**src/rtl/b2r_pkg.sv**
```systemverilog
// shared types, codes and lookup functions for the binary to roman numeral block
// no dependencies; imported by the interfaces, controller, datapath and top level
package b2r_pkg;

    localparam int unsigned ValueW  = 12;
    localparam int unsigned SymbolW = 8;
    localparam int unsigned StatusW = 2;
    localparam int unsigned DigitW  = 4;
    localparam int unsigned PosW    = 2;
    localparam int unsigned IdxW    = 2;
    localparam int unsigned LenW    = 3;
    localparam int unsigned StepW   = 14;

    localparam logic [ValueW-1:0] ValueLimit = ValueW'(3999);

    // status codes of a result word
    localparam logic [StatusW-1:0] ST_CHAR  = 2'd0;
    localparam logic [StatusW-1:0] ST_ZERO  = 2'd1;
    localparam logic [StatusW-1:0] ST_RANGE = 2'd2;

    localparam logic [SymbolW-1:0] SymI = 8'h49;
    localparam logic [SymbolW-1:0] SymV = 8'h56;
    localparam logic [SymbolW-1:0] SymX = 8'h58;
    localparam logic [SymbolW-1:0] SymL = 8'h4c;
    localparam logic [SymbolW-1:0] SymC = 8'h43;
    localparam logic [SymbolW-1:0] SymD = 8'h44;
    localparam logic [SymbolW-1:0] SymM = 8'h4d;
    localparam logic [SymbolW-1:0] SymNone = 8'h00;

    typedef enum logic [1:0] {
        S_IDLE,
        S_SPLIT,
        S_EMIT,
        S_FLAG
    } t_state;

    typedef enum logic [1:0] {
        K_ONE,
        K_FIVE,
        K_TEN
    } t_kind;

    typedef struct packed {
        logic load;
        logic split;
        logic skip;
        logic advance;
    } t_dp_cmd;

    typedef struct packed {
        logic flag;
        logic pos_zero;
        logic dig_empty;
        logic run_end;
    } t_dp_sts;

    // place weight times k, for the digit compare thresholds
    function automatic logic [StepW-1:0] f_step(input logic [PosW-1:0] pos,
                                                input logic [DigitW-1:0] k);
        logic [StepW-1:0] weight;
        unique case (pos)
            2'd0:    weight = StepW'(1);
            2'd1:    weight = StepW'(10);
            2'd2:    weight = StepW'(100);
            default: weight = StepW'(1000);
        endcase
        return weight * StepW'(k);
    endfunction

    // number of characters a decimal digit takes
    function automatic logic [LenW-1:0] f_len(input logic [DigitW-1:0] d);
        logic [LenW-1:0] len;
        case (d)
            4'd1, 4'd5:       len = 3'd1;
            4'd2, 4'd4, 4'd6,
            4'd9:             len = 3'd2;
            4'd3, 4'd7:       len = 3'd3;
            4'd8:             len = 3'd4 - 3'd0;
            default:          len = 3'd0;
        endcase
        return len;
    endfunction

    // which of one, five, ten sits at a given place in a digit's run
    function automatic t_kind f_kind(input logic [DigitW-1:0] d,
                                     input logic [IdxW-1:0] idx);
        t_kind kind;
        case (d)
            4'd4:    kind = (idx == 2'd0) ? K_ONE : K_FIVE;
            4'd9:    kind = (idx == 2'd0) ? K_ONE : K_TEN;
            4'd5, 4'd6, 4'd7,
            4'd8:    kind = (idx == 2'd0) ? K_FIVE : K_ONE;
            default: kind = K_ONE;
        endcase
        return kind;
    endfunction

    function automatic logic [SymbolW-1:0] f_sym(input logic [PosW-1:0] pos,
                                                 input t_kind kind);
        logic [SymbolW-1:0] sym;
        sym = SymNone;
        unique case (pos)
            2'd0: begin
                case (kind)
                    K_ONE:   sym = SymI;
                    K_FIVE:  sym = SymV;
                    default: sym = SymX;
                endcase
            end
            2'd1: begin
                case (kind)
                    K_ONE:   sym = SymX;
                    K_FIVE:  sym = SymL;
                    default: sym = SymC;
                endcase
            end
            2'd2: begin
                case (kind)
                    K_ONE:   sym = SymC;
                    K_FIVE:  sym = SymD;
                    default: sym = SymM;
                endcase
            end
            default: begin
                sym = (kind == K_ONE) ? SymM : SymNone;
            end
        endcase
        return sym;
    endfunction

endpackage

```
**src/rtl/b2r_ctrl.sv**
```systemverilog
// sequencing state machine: load, digit split, character emission, flag word
// depends on b2r_pkg for the state enum and the command/status structs
module b2r_ctrl import b2r_pkg::*; (
    input  logic    i_clk,
    input  logic    i_rst_n,
    input  logic    i_in_valid,
    output logic    o_in_ready,
    output logic    o_out_valid,
    input  logic    i_out_ready,
    output t_dp_cmd o_cmd,
    input  t_dp_sts i_sts
);

    t_state r_state;
    t_state n_state;

    always_ff @(posedge i_clk) begin
        if (!i_rst_n) begin
            r_state <= S_IDLE;
        end else begin
            r_state <= n_state;
        end
    end

    always_comb begin
        n_state = r_state;
        unique case (r_state)
            S_IDLE: begin
                if (i_in_valid) n_state = S_SPLIT;
            end
            S_SPLIT: begin
                if (i_sts.flag) begin
                    n_state = S_FLAG;
                end else if (i_sts.pos_zero) begin
                    n_state = S_EMIT;
                end
            end
            S_EMIT: begin
                if (!i_sts.dig_empty && i_out_ready && i_sts.run_end) n_state = S_IDLE;
            end
            S_FLAG: begin
                if (i_out_ready) n_state = S_IDLE;
            end
            default: n_state = S_IDLE;
        endcase
    end

    always_comb begin
        o_in_ready  = 1'b0;
        o_out_valid = 1'b0;
        o_cmd       = '0;
        unique case (r_state)
            S_IDLE: begin
                o_in_ready = 1'b1;
                o_cmd.load = i_in_valid;
            end
            S_SPLIT: begin
                o_cmd.split = !i_sts.flag;
            end
            S_EMIT: begin
                // zero digits ahead of the last nonzero one are skipped with no word
                o_cmd.skip    = i_sts.dig_empty;
                o_out_valid   = !i_sts.dig_empty;
                o_cmd.advance = !i_sts.dig_empty && i_out_ready;
            end
            S_FLAG: begin
                o_out_valid = 1'b1;
            end
            default: begin
                o_in_ready = 1'b0;
            end
        endcase
    end

    a_no_overlap: assert property (@(posedge i_clk) disable iff (!i_rst_n)
        !(o_in_ready && o_out_valid))
        else $error("input taken while a word is on offer");

    a_flag_single: assert property (@(posedge i_clk) disable iff (!i_rst_n)
        (r_state == S_FLAG && i_out_ready) |=> o_in_ready)
        else $error("flag word not followed by a free block");

    a_split_then_emit: assert property (@(posedge i_clk) disable iff (!i_rst_n)
        (o_cmd.split && i_sts.pos_zero) |=> (r_state == S_EMIT && !i_sts.flag))
        else $error("split did not hand over to emission");

endmodule

```
**config.mk**
```make
export PLATFORM = sky130hd
export DESIGN_NAME = b2r_ctrl
export DESIGN_NICKNAME = d
export VERILOG_FILES = /design/src/rtl/b2r_pkg.sv /design/src/rtl/b2r_ctrl.sv
export SDC_FILE = /design/constraint.sdc
export NUM_CORES = 1
export LEC_CHECK = 0
export BUFFER_PORTS_ARGS = -buffer_cell sky130_fd_sc_hd__buf_2
export CAP_MARGIN = 20
export CORE_AREA = 3 3 40 42
export DETAILED_ROUTE_END_ITERATION = 10
export DIE_AREA = 0 0 43 45
export GPL_TIMING_DRIVEN = 0
export REMOVE_ABC_BUFFERS = 1
export SYNTH_ARGS = -nofsm -noshare
export SYNTH_HDL_FRONTEND = slang
export SYNTH_SLANG_ARGS = --single-unit
```
**constraint.sdc**
```tcl
create_clock -name i_clk -period 2.05 [get_ports i_clk]
set_clock_uncertainty 0.2 [all_clocks]
set_input_delay 0.41 -clock i_clk [delete_from_list [all_inputs] [get_ports i_clk]]
set_output_delay 0.41 -clock i_clk [all_outputs]
set_load 0.02 [all_outputs]
```
==> impl_metrics.env <==
export IMPL_nets=46
export IMPL_totalPowerFinal_mw=0.186
export IMPL_ys_seq_area_share_pct=27.6
export IMPL_cap_viol_max_count=0
export IMPL_fmax_mhz=598
export IMPL_final_cell_area_um2=251
export IMPL_largestRegisters="r_state x2"
export IMPL_ys_types=14
export IMPL_post_cts_resize_count=0
export IMPL_leakagePower_nw=0.131
export IMPL_hold_viol_final=0
export IMPL_largest_register="r_state"
export IMPL_criticalPathCategory="reg2out"
export IMPL_slew_violations=0
export IMPL_final_setup_viol_count=0
export IMPL_dp_cells=48
export IMPL_clock_sinks=2
export IMPL_num_antenna_cells=0
export IMPL_synthFlopType="dfxtp_1"
export IMPL_finalSetupTns_ns=0
export IMPL_ir_drop_v=0.000130
export IMPL_dpl_cell_area_um2=229
export IMPL_hp_class="in2reg"
export IMPL_cp_data_required_time_ns=1.44
export IMPL_crit_fanout=8
export IMPL_yosysMostFrequentCell="nor2_1"
export IMPL_drive_above_1_share_pct=47.2
export IMPL_ys_async_sr_fraction_pct=0
export IMPL_cts_setup_buffers=0
export IMPL_cts_hold_buf=0
export IMPL_cts_max_level=1
export IMPL_synthCells=20
export IMPL_synthTopCellsByCount="nor2_1, and3_1, dfxtp_1, nand2_1"
export IMPL_grt_usage_pct=5.40
export IMPL_synthTopCellsByArea="dfxtp_1, nor2_1, and3_1"
export IMPL_p_per_area_mw_per_mm2=741
export IMPL_cts_buffers=3
export IMPL_cts_tree="built"
export IMPL_synth_largest_area_cell="dfxtp_1"
export IMPL_grt_pass1_vias=166
export IMPL_port_buffer_count=13
export IMPL_ios=14
export IMPL_die_w_um=43
export IMPL_cp_end_kind="output port"
export IMPL_clkTransAtPathRegs_ns=0.03
export IMPL_via_count=195
export IMPL_grt_start_max_net_pins=9
export IMPL_netlist_area_um2=145
export IMPL_initial_utilization_pct=11.3
export IMPL_antenna_found_initial=0
export IMPL_clock_latency_ns=0.23
export IMPL_grt_pass1_wl_um=648
export IMPL_ant_nets=0
export IMPL_status="completed"
export IMPL_drc_errors=0
export IMPL_place_congestion=0.655
export IMPL_min_period_over_period_pct=81.6
export IMPL_synth_seq_cells=2
export IMPL_synth_edf_count=0
export IMPL_min_period_ns=1.67
export IMPL_crit_arrival_ns=1.06
export IMPL_cts_root_buffer="clkbuf_4"
export IMPL_avgViaCountPerCell=3.82
export IMPL_core_region_area_mm2=0.00128
export IMPL_avgSynthCellArea_um2=7.26
export IMPL_largest_reg_flops=2
export IMPL_clockBufferDepth=2
export IMPL_num_rows=13
export IMPL_die_h_um=45
export IMPL_max_slew_margin_pct=85.7
export IMPL_fill_cells=152
export IMPL_drt_first_pass_iters=2
export IMPL_yosys_area_top_type_share_pct=27.6
export IMPL_routed_wl_um=437
export IMPL_yosysWarningCount=0
export IMPL_grt_setup_unrepaired="no"
export IMPL_syn2layout_area_growth_pct=73.3
export IMPL_avgRoutedWirePerCell_um=8.57
export IMPL_crit_path_start_kind="flip-flop"
export IMPL_tightest_slew_ns=0.215
export IMPL_overflow=0
export IMPL_die_area_mm2=0.00194
export IMPL_final_cells=51
export IMPL_dr_first_iter_drc_count=1
==> placed cells by master, fill, tap and decap left out, drive strengths merged <==
master,netlist,routed
a21boi,1,1
a21oi,1,1
and2,1,1
and3,2,2
and4bb,1,1
buf,0,13
clkbuf,0,3
dfxtp,2,2
inv,1,1
nand2,2,2
nand2b,1,1
nand3b,1,1
nor2,4,4
nor2b,1,1
o211ai,1,1
o21a,1,1
==> power by group <==
group          leakage, nW  switching [mW]  internal [mW]  total (mW)
clock network       0.0138          0.0230         0.0646      0.0876
logic                0.101          0.0272         0.0221      0.0493
registers           0.0166         0.00611         0.0434      0.0495
total                0.131          0.0564          0.130       0.186
==> cell families after synthesis <==
kind of cell    count (synthesis)  share of synthesized area (%)
buf+inv                         1                           2.58
compound gates                  4                           19.0
simple gates                   13                           50.9
flops                           2                           27.6
==> layer usage <==
layer	share of wire [%]	track usage, %
met4	3.9	9.04
met3	12	3.19
met1	33	4.56
met5	0	0
met2	51	6.89
==> final cells by class <==
class	instances	area (um2)	share of cell area [%]
sequential	2	40.0	15.9
tap	15	18.8	7.46
inverter	1	3.75	1.49
timing repair buffer	13	65.1	25.9
clock buffer	3	22.5	8.96
multi-input combinational	17	101	40.3
==> critical path, cell delays in order, from the launching register on <==
cell and delay, ns:
dfxtp_1 0.35, nand2b_1 0.18, nor2_1 0.12, buf_2 0.18
==> stage by stage <==
stage / hold slack [ns] / util (%) / setup slack (ns)
final: 0.178 / 19.6 / 0.377
after global placement: 0.415 / 17.8 / 0.491
after global routing: 0.188 / 19.6 / 0.308
after CTS: 0.172 / 19.6 / 0.365
after floorplan: 0.300 / - / 0.490
after detailed placement: 0.412 / 17.8 / 0.486
==> worst paths after layout <==
kind / startpoint / endpoint / slack, ns / cells past startpoint
worst max-delay path: r_state[1] / o_cmd[2] / 0.38 / 3
worst min-delay path: i_sts[2] / r_state[0] / 0.18 / 2
worst max register to register: r_state[1] / r_state[1] / 0.94 / 3
worst min register to register: r_state[0] / r_state[0] / 0.41 / 2
(Power assumes the default switching activity.)
