--- config.mk ---
export PLATFORM = sky130hd
export DESIGN_NAME = b2r_dp
export DESIGN_NICKNAME = d
export VERILOG_FILES = /design/src/rtl/b2r_pkg.sv /design/src/rtl/b2r_dp.sv
export SDC_FILE = /design/constraint.sdc
export NUM_CORES = 1
export LEC_CHECK = 0
export BUFFER_PORTS_ARGS = -buffer_cell sky130_fd_sc_hd__buf_2
export CELL_PAD_IN_SITES_DETAIL_PLACEMENT = 0
export CELL_PAD_IN_SITES_GLOBAL_PLACEMENT = 2
export CORE_ASPECT_RATIO = 0.7
export CORE_UTILIZATION = 33
export CTS_BUF_LIST = sky130_fd_sc_hd__clkbuf_16
export CTS_CLUSTER_SIZE = 8
export DETAILED_ROUTE_END_ITERATION = 6
export MAX_ROUTING_LAYER = met4
export PLACE_DENSITY_LB_ADDON = 0.1
export SLEW_MARGIN = 20
export SYNTH_ARGS = -nofsm -noshare
export SYNTH_HDL_FRONTEND = slang
export SYNTH_SLANG_ARGS = --single-unit
--- constraint.sdc ---
create_clock -name i_clk -period 9.2 [get_ports i_clk]
set_input_delay 1.38 -clock i_clk [delete_from_list [all_inputs] [get_ports i_clk]]
set_output_delay 1.38 -clock i_clk [all_outputs]
set_load 0.03 [all_outputs]
--- src/rtl/b2r_pkg.sv ---
// shared types, codes and lookup functions for the binary to roman numeral block
// no dependencies; imported by the interfaces, controller, datapath and top level
package b2r_pkg;

    localparam int unsigned ValueW  = 12;
    localparam int unsigned SymbolW = 8;
    localparam int unsigned StatusW = 2;
    localparam int unsigned DigitW  = 4;
    localparam int unsigned PosW    = 2;
    localparam int unsigned IdxW    = 2;
    localparam int unsigned LenW    = 3;
    localparam int unsigned StepW   = 14;

    localparam logic [ValueW-1:0] ValueLimit = ValueW'(3999);

    // status codes of a result word
    localparam logic [StatusW-1:0] ST_CHAR  = 2'd0;
    localparam logic [StatusW-1:0] ST_ZERO  = 2'd1;
    localparam logic [StatusW-1:0] ST_RANGE = 2'd2;

    localparam logic [SymbolW-1:0] SymI = 8'h49;
    localparam logic [SymbolW-1:0] SymV = 8'h56;
    localparam logic [SymbolW-1:0] SymX = 8'h58;
    localparam logic [SymbolW-1:0] SymL = 8'h4c;
    localparam logic [SymbolW-1:0] SymC = 8'h43;
    localparam logic [SymbolW-1:0] SymD = 8'h44;
    localparam logic [SymbolW-1:0] SymM = 8'h4d;
    localparam logic [SymbolW-1:0] SymNone = 8'h00;

    typedef enum logic [1:0] {
        S_IDLE,
        S_SPLIT,
        S_EMIT,
        S_FLAG
    } t_state;

    typedef enum logic [1:0] {
        K_ONE,
        K_FIVE,
        K_TEN
    } t_kind;

    typedef struct packed {
        logic load;
        logic split;
        logic skip;
        logic advance;
    } t_dp_cmd;

    typedef struct packed {
        logic flag;
        logic pos_zero;
        logic dig_empty;
        logic run_end;
    } t_dp_sts;

    // place weight times k, for the digit compare thresholds
    function automatic logic [StepW-1:0] f_step(input logic [PosW-1:0] pos,
                                                input logic [DigitW-1:0] k);
        logic [StepW-1:0] weight;
        unique case (pos)
            2'd0:    weight = StepW'(1);
            2'd1:    weight = StepW'(10);
            2'd2:    weight = StepW'(100);
            default: weight = StepW'(1000);
        endcase
        return weight * StepW'(k);
    endfunction

    // number of characters a decimal digit takes
    function automatic logic [LenW-1:0] f_len(input logic [DigitW-1:0] d);
        logic [LenW-1:0] len;
        case (d)
            4'd1, 4'd5:       len = 3'd1;
            4'd2, 4'd4, 4'd6,
            4'd9:             len = 3'd2;
            4'd3, 4'd7:       len = 3'd3;
            4'd8:             len = 3'd4 - 3'd0;
            default:          len = 3'd0;
        endcase
        return len;
    endfunction

    // which of one, five, ten sits at a given place in a digit's run
    function automatic t_kind f_kind(input logic [DigitW-1:0] d,
                                     input logic [IdxW-1:0] idx);
        t_kind kind;
        case (d)
            4'd4:    kind = (idx == 2'd0) ? K_ONE : K_FIVE;
            4'd9:    kind = (idx == 2'd0) ? K_ONE : K_TEN;
            4'd5, 4'd6, 4'd7,
            4'd8:    kind = (idx == 2'd0) ? K_FIVE : K_ONE;
            default: kind = K_ONE;
        endcase
        return kind;
    endfunction

    function automatic logic [SymbolW-1:0] f_sym(input logic [PosW-1:0] pos,
                                                 input t_kind kind);
        logic [SymbolW-1:0] sym;
        sym = SymNone;
        unique case (pos)
            2'd0: begin
                case (kind)
                    K_ONE:   sym = SymI;
                    K_FIVE:  sym = SymV;
                    default: sym = SymX;
                endcase
            end
            2'd1: begin
                case (kind)
                    K_ONE:   sym = SymX;
                    K_FIVE:  sym = SymL;
                    default: sym = SymC;
                endcase
            end
            2'd2: begin
                case (kind)
                    K_ONE:   sym = SymC;
                    K_FIVE:  sym = SymD;
                    default: sym = SymM;
                endcase
            end
            default: begin
                sym = (kind == K_ONE) ? SymM : SymNone;
            end
        endcase
        return sym;
    endfunction

endpackage

--- src/rtl/b2r_dp.sv ---
// datapath: value register, one-digit-a-cycle decimal split, digit store, symbol lookup
// depends on b2r_pkg for widths, codes and lookup functions
module b2r_dp import b2r_pkg::*; (
    input  logic               i_clk,
    input  t_dp_cmd            i_cmd,
    output t_dp_sts            o_sts,
    input  logic [ValueW-1:0]  i_value,
    output logic [SymbolW-1:0] o_symbol,
    output logic [StatusW-1:0] o_status,
    output logic               o_last
);

    logic [ValueW-1:0] r_rem;
    logic [ValueW-1:0] n_rem;
    logic [DigitW-1:0] r_digit [4];
    logic [PosW-1:0]   r_pos;
    logic [IdxW-1:0]   r_idx;
    logic              r_zero;
    logic              r_range;

    logic [DigitW-1:0] w_digit;
    logic [StepW-1:0]  w_sub;
    logic [DigitW-1:0] w_cur;
    logic [LenW-1:0]   w_len;
    logic              w_dig_end;
    logic              w_lower_nz;
    t_kind             w_kind;

    // digit at the current place: highest multiple of the weight not above the remainder
    always_comb begin
        w_digit = '0;
        for (int k = 1; k <= 9; k++) begin
            if ({2'b00, r_rem} >= f_step(r_pos, DigitW'(k))) w_digit = DigitW'(k);
        end
        w_sub = f_step(r_pos, w_digit);
        n_rem = r_rem - w_sub[ValueW-1:0];
    end

    always_ff @(posedge i_clk) begin
        if (i_cmd.load) begin
            r_rem   <= i_value;
            r_zero  <= (i_value == '0);
            r_range <= (i_value > ValueLimit);
            r_pos   <= 2'd3;
        end else if (i_cmd.split) begin
            r_digit[r_pos] <= w_digit;
            r_rem          <= n_rem;
            r_pos          <= r_pos - 2'd1;
            r_idx          <= '0;
        end else if (i_cmd.skip || (i_cmd.advance && w_dig_end)) begin
            r_pos <= r_pos - 2'd1;
            r_idx <= '0;
        end else if (i_cmd.advance) begin
            r_idx <= r_idx + 2'd1;
        end
    end

    assign w_cur     = r_digit[r_pos];
    assign w_len     = f_len(w_cur);
    assign w_dig_end = ((LenW'(r_idx) + 3'd1) == w_len);
    assign w_kind    = f_kind(w_cur, r_idx);

    // any nonzero digit below the current place means more words follow
    always_comb begin
        w_lower_nz = 1'b0;
        for (int k = 0; k < 4; k++) begin
            if (PosW'(k) < r_pos && r_digit[k] != '0) w_lower_nz = 1'b1;
        end
    end

    assign o_sts.flag      = r_zero || r_range;
    assign o_sts.pos_zero  = (r_pos == 2'd0);
    assign o_sts.dig_empty = (w_len == '0);
    assign o_sts.run_end   = w_dig_end && !w_lower_nz;

    always_comb begin
        if (r_range) begin
            o_symbol = SymNone;
            o_status = ST_RANGE;
            o_last   = 1'b1;
        end else if (r_zero) begin
            o_symbol = SymNone;
            o_status = ST_ZERO;
            o_last   = 1'b1;
        end else begin
            o_symbol = f_sym(r_pos, w_kind);
            o_status = ST_CHAR;
            o_last   = o_sts.run_end;
        end
    end

    a_digit_decimal: assert property (@(posedge i_clk)
        i_cmd.split |-> (w_digit <= 4'd9))
        else $error("split produced a digit above nine");

    a_rem_below_weight: assert property (@(posedge i_clk)
        i_cmd.split |-> ({2'b00, n_rem} < f_step(r_pos, 4'd1)))
        else $error("remainder not below the place weight after split");

endmodule

==> out/results.txt, run 1 <==
Min Tclk post-route = 7.57 ns
Horiz. Die Dim = 150 um
Normalized max-slew margin = 0.470
Crit-path max cell delay = 0.65 ns
Worst-Margin Slew = 0.792 ns
Status = completed
Post-Syn Area = 5060 sq um
FF-to-FF setup slack = 1.63 ns
Top-count cell post-synth = ha_1
#FFs+latches synth = 36
Clock buffer count from CTS = 5
DP Wirelength = 11,900 um
Final period util = 0.823
IO Port Bufs = 29
CP startpoint = r_pos[0]
Synth cell count leaders = ha_1 (89), inv_1 (75), nand2_1 (41)
Worst skew pair latency = 0.29 ns
Setup Fix Bufs, Post-CTS = 0
1st-iter DRT viols = 245
First-pass GRT wire length = 23,700 um
WP data required = 9.24 ns
Post-layout util = 0.374
Vias = 4,220
Max cap viols = 0
Resized Gates After CTS = 0
Async set or reset register ratio after synthesis = 0
Row count = 37
Clock sinks = 36
Detailed-route wire length = 14,400 um
NumNets Final = 725
CTS root buffer = clkbuf_16
Antenna diodes = 0
Storage cell area = 1040 sq um
Core footprint = 14,900 sq um
CP Launch Type = flip-flop
TritonCTS clock tree = done
H-tree depth = 2
Io pins = 32
CTS Buffer Depth = 2
Layout area overhead = 9.81%
CP top delay family = adder cells
Vias in the first global route = 4,263
Crit path to = r_rem[11]
Die Ht = 106 um
DRT Pass-1 Iters = 5
EDFF count, synth = 32
Sequential fraction of the synthesis area = 0.206
CP Capture Type = flip-flop
Syn_area_per_cell = 8.81 sq um
Number of cells on the critical path = 24
Unrepaired setup endpoints after global routing = no
Setup Crit Path Kind = flip-flop to flip-flop
TNS Setup = 0 ns
DRC viols = 0
Initial antenna violation count = 0
Reg clk slew, reported paths = 0.06 ns
Share of cells above drive strength 1 = 0.100
Worst Path Buf+Inv = 3
Share of the synthesized area in the top cell type = 0.220
Setup-failing EPs final = 0
Largest net degree at the start of global routing = 33
Synthesis Warnings = 0
Synth Flop Type = edfxtp_1
Worst-path fanout max = 11
Post-Syn Instances = 575
Wire length per cell = 18.2 um
Final ANT Viol Nets = 0
FF-to-FF End = r_rem[11]
Hold WC Path Type = flip-flop to flip-flop
Tot GR Track Use = 0.203
Cell variety after synth = 70
Critical Path AT = 7.61 ns
Max Fclk = 132 MHz
Fin. max-slew vios = 0
Clock skew = 0.00607 ns
Post-CTS Hold Fix Bufs = 0
Final hold viol count = 0
Area leader, netlist = ha_1
Top area cells in the synthesized netlist = ha_1 (22%), edfxtp_1 (19%), fa_1 (8.3%)
Initial Util = 0.341
GPL Wtd Cong = 0.885
Area taken by multi-input logic gates = 3670 sq um
Grt total ovfl = 0
Die area = 15,900 sq um
Worst path slowest cell = nor2_1
Vias per cell = 5.31
Reg2Reg Depth = 24
Fillers = 1,515
Worst r2r src = r_pos[0]
Worst path cell trace = inv_1 -> ha_1 -> nor2_1 -> ha_1 -> a21o_1 -> a2111oi_0 -> o21ai_0 -> a31oi_1 -> and2_0 -> o21a_1 -> o21ai_0 -> fa_1 -> inv_1 -> ha_1 -> fa_1 -> inv_1 -> ha_1 -> and2_1 -> o21ai_0 -> nor4b_1 -> o21ai_0 -> a31oi_1 -> xnor2_1 -> mux2_2
[layout make-up]
class	count	share of cell area
multi-input cells	450	0.661
flip-flops and latches	36	0.187
inverters	75	0.0506
well taps	195	0.0439
repair buffers	30	0.0275
clock buffers	5	0.0225
clock inverters	3	0.00765
[registers in the layout (all words and copies together) (netlist names), named ones only]
signal and flops:
r_zero 1, r_rem 12, r_range 1, r_digit 16, r_idx 2, r_pos 2
[stage by stage]
stage,hold slack [ns],area (sq um),setup WS [ns],cells
2_1_floorplan,0.564,5070,2.79,576
3_5_place_dp,0.618,5390,1.60,786
5_1_grt,0.669,5560,0.869,794
6_report,0.616,5560,1.63,794
4_1_cts,0.618,5560,1.57,794
3_3_place_gp,0.599,5390,1.92,786
[worst min path at each step]
stage / from / to / slack (ns) / cells after the start
final: r_pos[1] / r_pos[1] / 0.62 / 2
after global routing: r_pos[1] / r_pos[1] / 0.67 / 2
after CTS: r_pos[1] / r_pos[1] / 0.62 / 2
after floorplan: r_pos[1] / flip-flop / 0.56 / 2
after global placement: r_pos[1] / r_pos[1] / 0.60 / 2
after detailed placement: r_pos[1] / r_pos[1] / 0.62 / 2
[routing by layer]
layer  vias to the layer above  routed length [um]  GRT usage
li1                       2104                   -          -
met1                      2032                7770      0.306
met2                        76                5920      0.285
met3                         8                 643     0.0290
met4                         0                  82     0.0346
met5                         -                   0          -
[worst reg2reg max path, delay by kind of cell (launching register included)]
family | cells | cell delay (ns)
compound gates | 9 | 2.19
xor+xnor | 1 | 0.08
fa+ha+maj | 6 | 2.52
buf+inv | 3 | 0.32
flops | 1 | 0.42
mux | 1 | 0.26
simple gates | 4 | 1.53
[cell families (layout without fill, tap and decap cells)]
group / count (synthesis) / in the layout / synth area share
simple gates: 181 / 181 / 0.185
compound gates: 132 / 132 / 0.180
fa+ha+maj: 110 / 110 / 0.303
buf+inv: 90 / 113 / 0.0697
flops: 36 / 36 / 0.206
xor+xnor: 15 / 15 / 0.0259
mux: 9 / 9 / 0.0289
other cells: 2 / 3 / 0.00148
[cells in the final DEF, fill, tap and decap left out, types with 11 or more instances in the layout]
| cell type | instances |
|---|---|
| a21o_1 | 15 |
| a21oi_1 | 22 |
| and2_1 | 14 |
| buf_2 | 29 |
| edfxtp_1 | 32 |
| fa_1 | 21 |
| ha_1 | 89 |
| inv_1 | 75 |
| nand2_1 | 41 |
| nand2b_1 | 11 |
| nor2_1 | 36 |
| nor3_1 | 16 |
| nor4_1 | 11 |
| o21ai_0 | 36 |
| xnor2_1 | 11 |
Power of run 1 is not shown: default switching activity piles up to over one toggle a cycle in this logic, so the estimate is an artifact.
==> run 2: changes to the inputs <==
Clock period 9.2 ns to 7.7 ns, I/O delays scaled along.
==> run 2 against run 1 <==
  * Non-clock buffer count up 11
  * Highest routed layer unchanged
  * Cell area is 1.2% higher
  * Largest cell class unchanged
  * Utilization up 0.44 points
  * Clock skew grew 0.0015 ns
  * Routed wire length about the same
  * Critical path type unchanged
  * Worst hold slack got worse by 0.0071 ns
==> out/results.txt, run 2 (synthesis results as in run 1) <==
Status = completed
NumNets Final = 736 (+1.5%)
Io pins = 32 (unchanged)
Worst-path fanout max = 10 (-1)
Normalized max-slew margin = 0.558 (+0.0875)
Largest reg by FF count = r_digit
Initial antenna violation count = 0 (unchanged)
Post-layout util = 0.379 (+0.00438)
DRC viols = 0 (unchanged)
Post-CTS Hold Fix Bufs = 0 (unchanged)
Detailed-route wire length = 14,400 um (about the same)
DRT Pass-1 Iters = 5 (unchanged)
Setup-failing EPs final = 0 (unchanged)
1st-iter DRT viols = 205 (-16%)
Most common cell after layout, fill and taps aside = ha_1
Vias = 4,284 (+1.5%)
Crit-path max cell delay = 0.61 ns (-0.04 ns)
Largest net degree at the start of global routing = 33 (unchanged)
Worst skew pair latency = 0.29 ns (about the same)
Vias per cell = 5.32 (+0.13%)
Setup Crit Path Kind = flip-flop to flip-flop
DP Wirelength = 11,900 um (+0.56%)
Wire length per cell = 17.9 um (-1.3%)
TritonCTS clock tree = done
Die area = 15,900 sq um (unchanged)
CP top delay family = compound AO/OA/AOI/OAI gates
Pre-CTS setup slack = 0.282 ns (-1.32 ns)
Min Tclk post-route = 7.17 ns (-0.402 ns)
Final period util = 0.931 (+0.108)
CTS Buffer Depth = 2 (unchanged)
WP data required = 7.73 ns (-1.51 ns)
Tot GR Track Use = 0.200 (-0.00243)
Max Fclk = 139 MHz (+5.6%)
IO Port Bufs = 29 (unchanged)
Resized Gates After CTS = 0 (unchanged)
Reg clk slew, reported paths = 0.06 ns (about the same)
Share of cells above drive strength 1 = 0.121 (+0.0211)
Biggest regs = r_digit: 16 flops, r_rem: 12 flops
Initial Util = 0.341 (unchanged)
Final hold viol count = 0 (unchanged)
Number of cells on the critical path = 25 (+4.2%)
Reg2Reg Depth = 25 (+4.2%)
H-tree depth = 2 (unchanged)
Clock sinks = 36 (unchanged)
Horiz. Die Dim = 150 um (unchanged)
FF-to-FF setup slack = 0.53 ns (-1.10 ns)
Core footprint = 14,900 sq um (unchanged)
Setup WS post-layout = 0.529 ns (-1.10 ns)
CP Capture Type = flip-flop
Hold WC Path Type = flip-flop to flip-flop
Worst path slowest cell = fa_1
Vias in the first global route = 4,287 (+0.56%)
GPL Wtd Cong = 0.889 (+0.50%)
Row count = 37 (unchanged)
CTS root buffer = clkbuf_16
Layout area overhead = 11.1%
Die Ht = 106 um (unchanged)
Worst Path Buf+Inv = 4 (+1)
Clock skew = 0.00754 ns (+0.00147 ns)
Clock buffer count from CTS = 5 (unchanged)
Worst-Margin Slew = 0.647 ns (-0.145 ns)
Final ANT Viol Nets = 0 (unchanged)
CP Launch Type = flip-flop
Critical Path AT = 7.20 ns (-0.41 ns)
Worst Hold Depth = 2 (unchanged)
First-pass GRT wire length = 23,500 um (-1.1%)
Grt total ovfl = 0 (unchanged)
Antenna diodes = 0 (unchanged)
Largest register FFs = 16 (unchanged)
Fin. max-slew vios = 0 (unchanged)
Commonest non-fill, non-tap cells in the layout = ha_1 (88), inv_1 (75), nand2_1 (41), o21ai_0 (36), nor2_1 (35)
Setup Fix Bufs, Post-CTS = 0 (unchanged)
Max cap viols = 0 (unchanged)
## run 2: cell count changes in the layout (fill, tap and decap cells not counted), sizes merged
cell and change:
buf +11, clkinv +2, clkinvlp -1, bufinv -1
## run 2: per-layer routing
metal	GRT usage	vias up	part of all wire
met4	0.0209	0	0.0037
met1	0.307	2076	0.55
li1	-	2117	-
met3	0.0234	4	0.044
met2	0.286	87	0.41
met5	-	-	0
## run 2: worst paths after layout
path	from	endpoint
setup / recovery	r_pos[0]	r_rem[11]
hold / removal	r_pos[1]	r_pos[1]
setup reg to reg	r_pos[0]	r_rem[11]
hold reg to reg	r_pos[1]	r_pos[1]
## run 2: area by class of cell
cell class	count	area (sq um)
clock buffers	5	125
inverters	75	282
multi-input cells	450	3680
flip-flops and latches	36	1040
fillers	1544	9240
well taps	195	244
clock inverters	3	18.8
repair buffers	41	235
## run 2: stage by stage
step	instance area [sq um]	TNS, ns	std cells	hold WS (ns)
after floorplan	5070	0	576	0.564
after global placement	5480	0	797	0.598
after detailed placement	5480	0	797	0.600
after CTS	5620	0	805	0.608
after global routing	5630	-0.0131	805	0.659
final	5630	0	805	0.608
## run 2: worst register-to-register path: stages (launching register included)
cell and delay, ns:
dfxtp_1 0.43, inv_1 0.23, ha_1 0.42, nor2_2 0.35, buf_4 0.21, ha_1 0.24, nand3_1 0.08, a21oi_1 0.07
a2111oi_0 0.58, o21ai_0 0.28, nor3b_1 0.30, a211oi_2 0.10, o211ai_2 0.44, o21ai_0 0.34, fa_1 0.61, inv_1 0.05
fa_1 0.51, inv_1 0.04, ha_1 0.32, nand3_1 0.10, a21oi_1 0.05, nor4b_1 0.41, o21ai_0 0.19, a31oi_1 0.22
xnor2_1 0.08, mux2_2 0.26
Power of run 2 is left out for the same reason.
